File: src/sv/rlbd_pkg.sv
`default_nettype none
package rlbd_pkg;

  localparam int unsigned BudgetWidth = 24;
  localparam int unsigned QueueDepth  = 2;

  typedef enum logic [1:0] {
    PH_HEADER  = 2'd0,
    PH_REPEAT  = 2'd1,
    PH_LITERAL = 2'd2
  } phase_t;

  typedef struct packed {
    logic [7:0] in_byte;
    logic       in_last;
  } rlbd_in_t;

  typedef struct packed {
    logic [7:0] value;
    logic [7:0] copies;
    logic       budget_exhausted;
  } rlbd_out_t;

  // one classified request from the parser to the budget stage
  typedef struct packed {
    logic [7:0] value;
    logic [7:0] count;
    logic       emit;
    logic       last;
  } rlbd_run_t;

endpackage
`default_nettype wire

File: src/sv/run_length_byte_decoder.sv
// run-length byte decoder, one compressed byte per request
//
// input queue side: present a byte on in_data with in_push high; it is taken
// at a clock edge where in_full is low. in_last marks the final byte of a
// stream; after it the parser returns to header and the budget reloads.
// result side: while out_empty is low, out_data holds the oldest decoded
// run (value, copies, budget_exhausted); raise out_pop to take it.
// cfg_we with cfg_wdata sets the output budget and reloads what is left;
// write it only while no request is in flight.
// a byte's request is registered in the middle queue, its result in the result queue.
// throughput: one byte per cycle while in_full is low; parser and budget
// stage are split by a small queue and results leave through a second
// queue, so each side stalls on its own. when out_pop stays low the result
// queue fills, then the middle queue, then in_full rises.
// reset: budget is zero, so no results come out until cfg_wdata is written;
// both queues are emptied and the parser waits for a header.
`default_nettype none
module run_length_byte_decoder #(
  parameter int unsigned MID_DEPTH = rlbd_pkg::QueueDepth,
  parameter int unsigned OUT_DEPTH = rlbd_pkg::QueueDepth
) (
  input  wire logic                             clk,
  input  wire logic                             rst_n,
  input  wire logic                             in_push,
  input  wire rlbd_pkg::rlbd_in_t               in_data,
  output logic                                  in_full,
  output logic                                  out_empty,
  input  wire logic                             out_pop,
  output rlbd_pkg::rlbd_out_t                   out_data,
  input  wire logic                             cfg_we,
  input  wire logic [rlbd_pkg::BudgetWidth-1:0] cfg_wdata
);
  import rlbd_pkg::*;

  rlbd_run_t run_in, run_out;
  rlbd_out_t res;
  logic      run_push, run_full, run_pop, run_empty;
  logic      res_push, res_full;

  rlbd_parser u_parser (
    .clk      (clk),
    .rst_n    (rst_n),
    .in_push  (in_push),
    .in_data  (in_data),
    .in_full  (in_full),
    .run_push (run_push),
    .run      (run_in),
    .run_full (run_full)
  );

  rlbd_fifo #(
    .WIDTH ($bits(rlbd_run_t)),
    .DEPTH (MID_DEPTH)
  ) u_mid_q (
    .clk   (clk),
    .rst_n (rst_n),
    .push  (run_push),
    .wdata (run_in),
    .full  (run_full),
    .pop   (run_pop),
    .rdata (run_out),
    .empty (run_empty)
  );

  rlbd_budget u_budget (
    .clk       (clk),
    .rst_n     (rst_n),
    .cfg_we    (cfg_we),
    .cfg_wdata (cfg_wdata),
    .run_empty (run_empty),
    .run       (run_out),
    .run_pop   (run_pop),
    .res_push  (res_push),
    .res       (res),
    .res_full  (res_full)
  );

  rlbd_fifo #(
    .WIDTH ($bits(rlbd_out_t)),
    .DEPTH (OUT_DEPTH)
  ) u_out_q (
    .clk   (clk),
    .rst_n (rst_n),
    .push  (res_push),
    .wdata (res),
    .full  (res_full),
    .pop   (out_pop),
    .rdata (out_data),
    .empty (out_empty)
  );

endmodule
`default_nettype wire

File: src/sv/rlbd_fifo.sv
`default_nettype none
module rlbd_fifo #(
  parameter int unsigned WIDTH = 1,
  parameter int unsigned DEPTH = 2
) (
  input  wire logic             clk,
  input  wire logic             rst_n,
  input  wire logic             push,
  input  wire logic [WIDTH-1:0] wdata,
  output logic                  full,
  input  wire logic             pop,
  output logic      [WIDTH-1:0] rdata,
  output logic                  empty
);

  localparam int unsigned PW = (DEPTH > 1) ? $clog2(DEPTH) : 1;
  localparam int unsigned CW = $clog2(DEPTH + 1);

  logic [WIDTH-1:0] mem_r [DEPTH];
  logic [PW-1:0]    wr_ptr_r, wr_ptr_nxt;
  logic [PW-1:0]    rd_ptr_r, rd_ptr_nxt;
  logic [CW-1:0]    count_r, count_nxt;
  logic             do_push, do_pop;

  assign full    = (count_r == CW'(DEPTH));
  assign empty   = (count_r == '0);
  assign do_push = push & ~full;
  assign do_pop  = pop & ~empty;
  assign rdata   = mem_r[rd_ptr_r];

  always_comb begin
    wr_ptr_nxt = wr_ptr_r;
    rd_ptr_nxt = rd_ptr_r;
    count_nxt  = count_r;
    if (do_push) begin
      wr_ptr_nxt = (wr_ptr_r == PW'(DEPTH - 1)) ? '0 : wr_ptr_r + PW'(1);
    end
    if (do_pop) begin
      rd_ptr_nxt = (rd_ptr_r == PW'(DEPTH - 1)) ? '0 : rd_ptr_r + PW'(1);
    end
    if (do_push && !do_pop) begin
      count_nxt = count_r + CW'(1);
    end else if (do_pop && !do_push) begin
      count_nxt = count_r - CW'(1);
    end
  end

  always_ff @(posedge clk) begin
    if (!rst_n) begin
      wr_ptr_r <= '0;
      rd_ptr_r <= '0;
      count_r  <= '0;
    end else begin
      wr_ptr_r <= wr_ptr_nxt;
      rd_ptr_r <= rd_ptr_nxt;
      count_r  <= count_nxt;
    end
  end

  always_ff @(posedge clk) begin
    if (do_push) begin
      mem_r[wr_ptr_r] <= wdata;
    end
  end

  a_count_bound: assert property (@(posedge clk) disable iff (!rst_n)
    count_r <= CW'(DEPTH))
    else $error("queue count above depth");

  a_push_only_grows: assert property (@(posedge clk) disable iff (!rst_n)
    (do_push && !do_pop) |=> count_r == $past(count_r) + CW'(1))
    else $error("queue count did not grow on push");

  a_pop_only_shrinks: assert property (@(posedge clk) disable iff (!rst_n)
    (do_pop && !do_push) |=> count_r == $past(count_r) - CW'(1))
    else $error("queue count did not shrink on pop");

endmodule
`default_nettype wire

File: src/sv/rlbd_parser.sv
`default_nettype none
module rlbd_parser (
  input  wire logic                clk,
  input  wire logic                rst_n,
  input  wire logic                in_push,
  input  wire rlbd_pkg::rlbd_in_t  in_data,
  output logic                     in_full,
  output logic                     run_push,
  output rlbd_pkg::rlbd_run_t      run,
  input  wire logic                run_full
);
  import rlbd_pkg::*;

  phase_t      phase_r, phase_nxt;
  logic [7:0]  literal_left_r, literal_left_nxt;
  logic [6:0]  repeat_count_r, repeat_count_nxt;
  logic        accept;
  logic        emit;

  assign in_full = run_full;
  assign accept  = in_push & ~run_full;

  always_comb begin
    phase_nxt        = phase_r;
    literal_left_nxt = literal_left_r;
    repeat_count_nxt = repeat_count_r;
    emit             = 1'b0;
    run.value        = in_data.in_byte;
    run.count        = 8'd1;
    run.last         = in_data.in_last;
    case (phase_r)
      PH_REPEAT: begin
        emit      = 1'b1;
        run.count = {1'b0, repeat_count_r} + 8'd1;
        phase_nxt = PH_HEADER;
      end
      PH_LITERAL: begin
        emit             = 1'b1;
        literal_left_nxt = literal_left_r - 8'd1;
        if (literal_left_nxt == 8'd0) begin
          phase_nxt = PH_HEADER;
        end
      end
      default: begin
        if (in_data.in_byte[7]) begin
          // negative header: 1 - n literal bytes follow
          literal_left_nxt = 8'(9'd257 - {1'b0, in_data.in_byte});
          phase_nxt        = PH_LITERAL;
        end else begin
          repeat_count_nxt = in_data.in_byte[6:0];
          phase_nxt        = PH_REPEAT;
        end
      end
    endcase
    if (in_data.in_last) begin
      phase_nxt        = PH_HEADER;
      literal_left_nxt = 8'd0;
    end
    run.emit = emit;
    run_push = accept & (emit | in_data.in_last);
  end

  always_ff @(posedge clk) begin
    if (!rst_n) begin
      phase_r        <= PH_HEADER;
      literal_left_r <= 8'd0;
      repeat_count_r <= 7'd0;
    end else if (accept) begin
      phase_r        <= phase_nxt;
      literal_left_r <= literal_left_nxt;
      repeat_count_r <= repeat_count_nxt;
    end
  end

  a_literal_nonzero: assert property (@(posedge clk) disable iff (!rst_n)
    phase_r == PH_LITERAL |-> literal_left_r != 8'd0)
    else $error("literal run with nothing left");

  a_repeat_emits: assert property (@(posedge clk) disable iff (!rst_n)
    (accept && phase_r == PH_REPEAT) |-> (run_push && run.count != 8'd0))
    else $error("repeat value not forwarded");

  a_header_quiet: assert property (@(posedge clk) disable iff (!rst_n)
    (accept && phase_r == PH_HEADER) |-> !run.emit)
    else $error("header byte produced output");

endmodule
`default_nettype wire

File: src/sv/rlbd_budget.sv
`default_nettype none
module rlbd_budget (
  input  wire logic                                 clk,
  input  wire logic                                 rst_n,
  input  wire logic                                 cfg_we,
  input  wire logic [rlbd_pkg::BudgetWidth-1:0]     cfg_wdata,
  input  wire logic                                 run_empty,
  input  wire rlbd_pkg::rlbd_run_t                  run,
  output logic                                      run_pop,
  output logic                                      res_push,
  output rlbd_pkg::rlbd_out_t                       res,
  input  wire logic                                 res_full
);
  import rlbd_pkg::*;

  logic [BudgetWidth-1:0] budget_r;
  logic [BudgetWidth-1:0] output_left_r, output_left_nxt;
  logic [BudgetWidth-1:0] left_after;
  logic [7:0]             clamped;
  logic                   produce;

  assign produce = run.emit & (output_left_r != '0);
  assign clamped = (output_left_r < BudgetWidth'(run.count)) ? output_left_r[7:0] : run.count;
  assign left_after = output_left_r - BudgetWidth'(clamped);

  assign run_pop  = ~run_empty & (~produce | ~res_full);
  assign res_push = run_pop & produce;

  assign res.value            = run.value;
  assign res.copies           = clamped;
  assign res.budget_exhausted = (left_after == '0);

  always_comb begin
    output_left_nxt = output_left_r;
    if (run_pop) begin
      if (run.last) begin
        output_left_nxt = budget_r;
      end else if (produce) begin
        output_left_nxt = left_after;
      end
    end
    if (cfg_we) begin
      output_left_nxt = cfg_wdata;
    end
  end

  always_ff @(posedge clk) begin
    if (!rst_n) begin
      budget_r      <= '0;
      output_left_r <= '0;
    end else begin
      output_left_r <= output_left_nxt;
      if (cfg_we) begin
        budget_r <= cfg_wdata;
      end
    end
  end

  a_copies_nonzero: assert property (@(posedge clk) disable iff (!rst_n)
    res_push |-> res.copies != 8'd0)
    else $error("result with zero copies");

  a_exhaust_sticks: assert property (@(posedge clk) disable iff (!rst_n)
    (res_push && res.budget_exhausted && !run.last && !cfg_we) |=> output_left_r == '0)
    else $error("budget not used up after exhausting result");

  a_no_overrun: assert property (@(posedge clk) disable iff (!rst_n)
    res_push |-> BudgetWidth'(res.copies) <= output_left_r)
    else $error("result exceeds remaining budget");

endmodule
`default_nettype wire

File: config.mk
export PLATFORM = sky130hd
export DESIGN_NAME = run_length_byte_decoder
export DESIGN_NICKNAME = d
export VERILOG_FILES = /design/src/sv/rlbd_pkg.sv /design/src/sv/run_length_byte_decoder.sv /design/src/sv/rlbd_fifo.sv /design/src/sv/rlbd_parser.sv /design/src/sv/rlbd_budget.sv
export SDC_FILE = /design/constraint.sdc
export NUM_CORES = 1
export LEC_CHECK = 0
export BUFFER_PORTS_ARGS = -buffer_cell sky130_fd_sc_hd__buf_2
export CORE_ASPECT_RATIO = 0.6
export CORE_UTILIZATION = 35
export DETAILED_ROUTE_END_ITERATION = 7
export SLEW_MARGIN = 25
export SYNTH_ARGS = -nofsm -noshare
export SYNTH_HDL_FRONTEND = slang
export SYNTH_HIERARCHICAL = 1
export SYNTH_SLANG_ARGS = --single-unit
File: constraint.sdc
create_clock -name clk -period 6.4 [get_ports clk]
set_clock_uncertainty 0.2 [all_clocks]
set_input_delay 0.32 -clock clk [delete_from_list [all_inputs] [get_ports clk]]
set_output_delay 0.32 -clock clk [all_outputs]
set_load 0.03 [all_outputs]
==> results_dict.tcl <==
set metrics [dict create \
    status "finished with violations" \
    failed_checks "design-rule violations" \
    antenna_cells 0 \
    grt_use_total 0.179 \
    cts-resized-gates 0 \
    post_drt_via_cell_ratio 5.18 \
    worst_ir_drop_vdd_uv 171 \
    syn_inst 754 \
    fin_tns_setup_ns 0 \
    die_w_um 193 \
    core-area_sq_um 21200 \
    final_cell_mix "dfxtp_1 (75), nor2_1 (71), edfxtp_1 (70)" \
    yosys_register_bits 145 \
    ys.flop_type "dfxtp_1" \
    cts.sinks 145 \
    worstMarginPinSlew_ns 1.03 \
    min-delay-start "cfg_wdata[20]" \
    grt_first_pass_wirelength_mm 30.1 \
    grt_pass1_vias 5268 \
    io_pins 57 \
    cp.arrival_ns 5.25 \
    endpoint_kind "flop" \
    cp-start-kind "flop" \
    syn_area_per_cell_sq_um 10.1 \
    drive_gt1_frac 0.198 \
    grt_max_degree 49 \
    rr_worst_depth 19 \
    final_util 0.420 \
    htree_levels 4 \
    synth_top_area_cell "edfxtp_1" \
    synthTopCellsByArea "edfxtp_1 (28%), dfxtp_1 (20%), mux2_2 (5.3%)" \
    synth.distinct_cells 80 \
    dieHeight_um 116 \
    fin_crit_ns 5.21 \
    cts_tree "built" \
    switching_share 0.393 \
    start_util 0.360 \
    fmax_ghz 0.192 \
    rsz0062_at_grt "no" \
    clkPwrFrac 0.282 \
    hold_viol_final 0 \
    maxCapViolCount 0 \
    row_count 41 \
    clkTransAtPathRegs_ns 0.07 \
    wl_per_cell_um 17.3 \
    final_common_cell "dfxtp_1" \
    synth_nets 816 \
    synth_edf_count 70 \
    die_area_sq_um 22400 \
    gp_congestion 0.873 \
    synth_top_area_frac 0.275 \
    vias 5718 \
    overflow 0 \
    antenna_found_initial 0 \
    port_buffers 56 \
    p_leak_uw 0.00343 \
    combPwrFrac 0.368 \
    synth_seq_area_share 0.472 \
    crit_type "flop to flop" \
    finalMaxSlewViolations 0 \
    power.share.sequential 0.350 \
    p_sw_uw 1390 \
    min_path_type "input pin to flop" \
    r2r_slack_ns 1.19 \
    min_path_cells 3 \
    dpl.hpwl_mm 13.3 \
    wl_mm 19.1 \
    synthArstFlopShare 0 \
    crit_path_max_fanout 18 \
    layout.nets 874 \
    ant_nets 0 \
    yosys_warnings 6 \
    relSlewSlack 0.314 \
    netlist_area_sq_um 7630 \
    fin_crit_sh 0.814 \
    route.detailed.drc 2 \
    clockBufferDepth 2 \
    drtPass1Iterations 8 \
    rr_endpoint "u_out_q/mem_r[0][0]" \
    area_growth_pct 16.5 \
    power.density_nw_per_um2 398 \
    worstPathRequired_ns 6.43 \
    clk_latency_ns 0.43 \
    drtIter0Drc 556 \
    root_buffer "clkbuf_16" \
    p_int_uw 2150 \
    holdPathEnd "u_budget/budget_r[20]" \
    numCtsBuffers 17 \
    finalSetupViolCount 0 \
]
[worst max-delay path, stage by stage, from the launching register on]
cell and delay (ns):
dfxtp_1 0.32, buf_4 0.27, mux2_2 0.39, inv_1 0.06, ha_1 0.22, a21o_1 0.16
a21o_1 0.17, a21oi_1 0.15, o211ai_1 0.29, nand2_1 0.15, o21ai_0 0.15, ha_1 0.27
fa_1 0.41, nor2b_1 0.16, o211ai_1 0.15, a211oi_2 0.54, nand2b_1 0.25, o21ai_0 0.13
a211o_1 0.30, nor4_2 0.30
[logic make-up after synthesis]
kind of cell | after synthesis | synth area share
and+or+nand+nor | 233 | 0.156
AOI/OAI and AO/OA | 172 | 0.150
DFF | 145 | 0.472
buffers and inverters | 86 | 0.0559
muxes | 68 | 0.0953
xor gates and xnor gates | 26 | 0.0298
adders and majority gates | 24 | 0.0403
[repair_timing]
item / in CTS / in global routing
hold buffers: 26 / 0
endpoints found under the hold margin: 35 / 0
buffers inserted: 0 / 0
[cells in the mapped netlist, drive strengths merged, types with 3 or more instances]
| cell type | instances |
|---|---|
| ha | 23 |
| and2 | 12 |
| nand3b | 5 |
| nor4 | 9 |
| xor2 | 7 |
| dfxtp | 75 |
| a31oi | 8 |
| nand3 | 9 |
| clkbuf | 14 |
| o21ai | 46 |
| a32o | 4 |
| a21oi | 45 |
| o211ai | 6 |
| a311oi | 3 |
| buf | 37 |
| nand2b | 12 |
| a21boi | 8 |
| a211oi | 6 |
| xnor2 | 19 |
| nor2b | 4 |
| a211o | 4 |
| and3 | 3 |
| nand2 | 60 |
| mux2 | 37 |
| edfxtp | 70 |
| o41ai | 3 |
| a22o | 5 |
| o31ai | 6 |
| or3 | 6 |
| or4 | 3 |
| o21a | 6 |
| or2 | 5 |
| nor2 | 74 |
| inv | 34 |
| nor3 | 18 |
| a22oi | 3 |
| mux2i | 31 |
[state kept, by name, summed over array words and instances, names as in the netlist, 2 cells and up, named ones only]
register / count
u_out_q/count_r: 2
u_budget/output_left_r: 24
u_out_q/mem_r: 34
u_parser/phase_r: 2
u_budget/budget_r: 24
u_mid_q/count_r: 2
u_parser/repeat_count_r: 7
u_parser/literal_left_r: 8
u_mid_q/mem_r: 36
[final cells by class]
class | instances | area (sq um)
tap | 279 | 349
sequential | 145 | 3600
timing repair buffer | 90 | 601
fill | 2064 | 12300
multi-input combinational | 523 | 3600
inverter | 35 | 131
clock buffer | 17 | 425
clock inverter | 15 | 176
[stage by stage]
stage / area [sq um] / setup WS, ns / hold WS (ns) / power, uW / std cells
floorplan: 7630 / 1.72 / 0.238 / 2190 / 754
global placement: 8020 / 1.06 / 0.252 / 2530 / 1045
detailed placement: 8020 / 0.891 / 0.257 / 2520 / 1045
CTS: 8880 / 0.835 / 0.00382 / 3550 / 1103
global route: 8890 / 0.692 / 0.0101 / 3750 / 1104
finish: 8890 / 1.19 / 0.00953 / 3540 / 1104
[power groups by stage]
| stage | logic, uW | registers [uW] | clock network [uW] |
|---|---|---|---|
| 2_1_floorplan | 985 | 1210 | 0 |
| 3_3_place_gp | 1270 | 1260 | 0 |
| 3_5_place_dp | 1270 | 1260 | 0 |
| 4_1_cts | 1290 | 1240 | 1020 |
| 5_1_grt | 1430 | 1260 | 1060 |
| 6_report | 1300 | 1240 | 997 |
[worst max-delay path by stage]
stage          startpoint             endpoint  slack, ns
2_1_floorplan        flop  u_out_q/mem_r[0][0]       1.72
3_3_place_gp         flop  u_out_q/mem_r[0][0]       1.06
3_5_place_dp         flop  u_out_q/mem_r[1][0]       0.89
4_1_cts              flop  u_out_q/mem_r[0][0]       0.83
5_1_grt              flop  u_out_q/mem_r[0][0]       0.69
6_report             flop  u_out_q/mem_r[0][0]       1.19
[per-layer routing]
layer	GRT usage	up-vias	part of all wire
met5	0	-	0
met3	0.0595	9	0.078
met2	0.218	171	0.37
li1	-	2837	-
met1	0.290	2701	0.55
met4	0.0399	0	0.0062
Power figures use the tool's default switching activity.
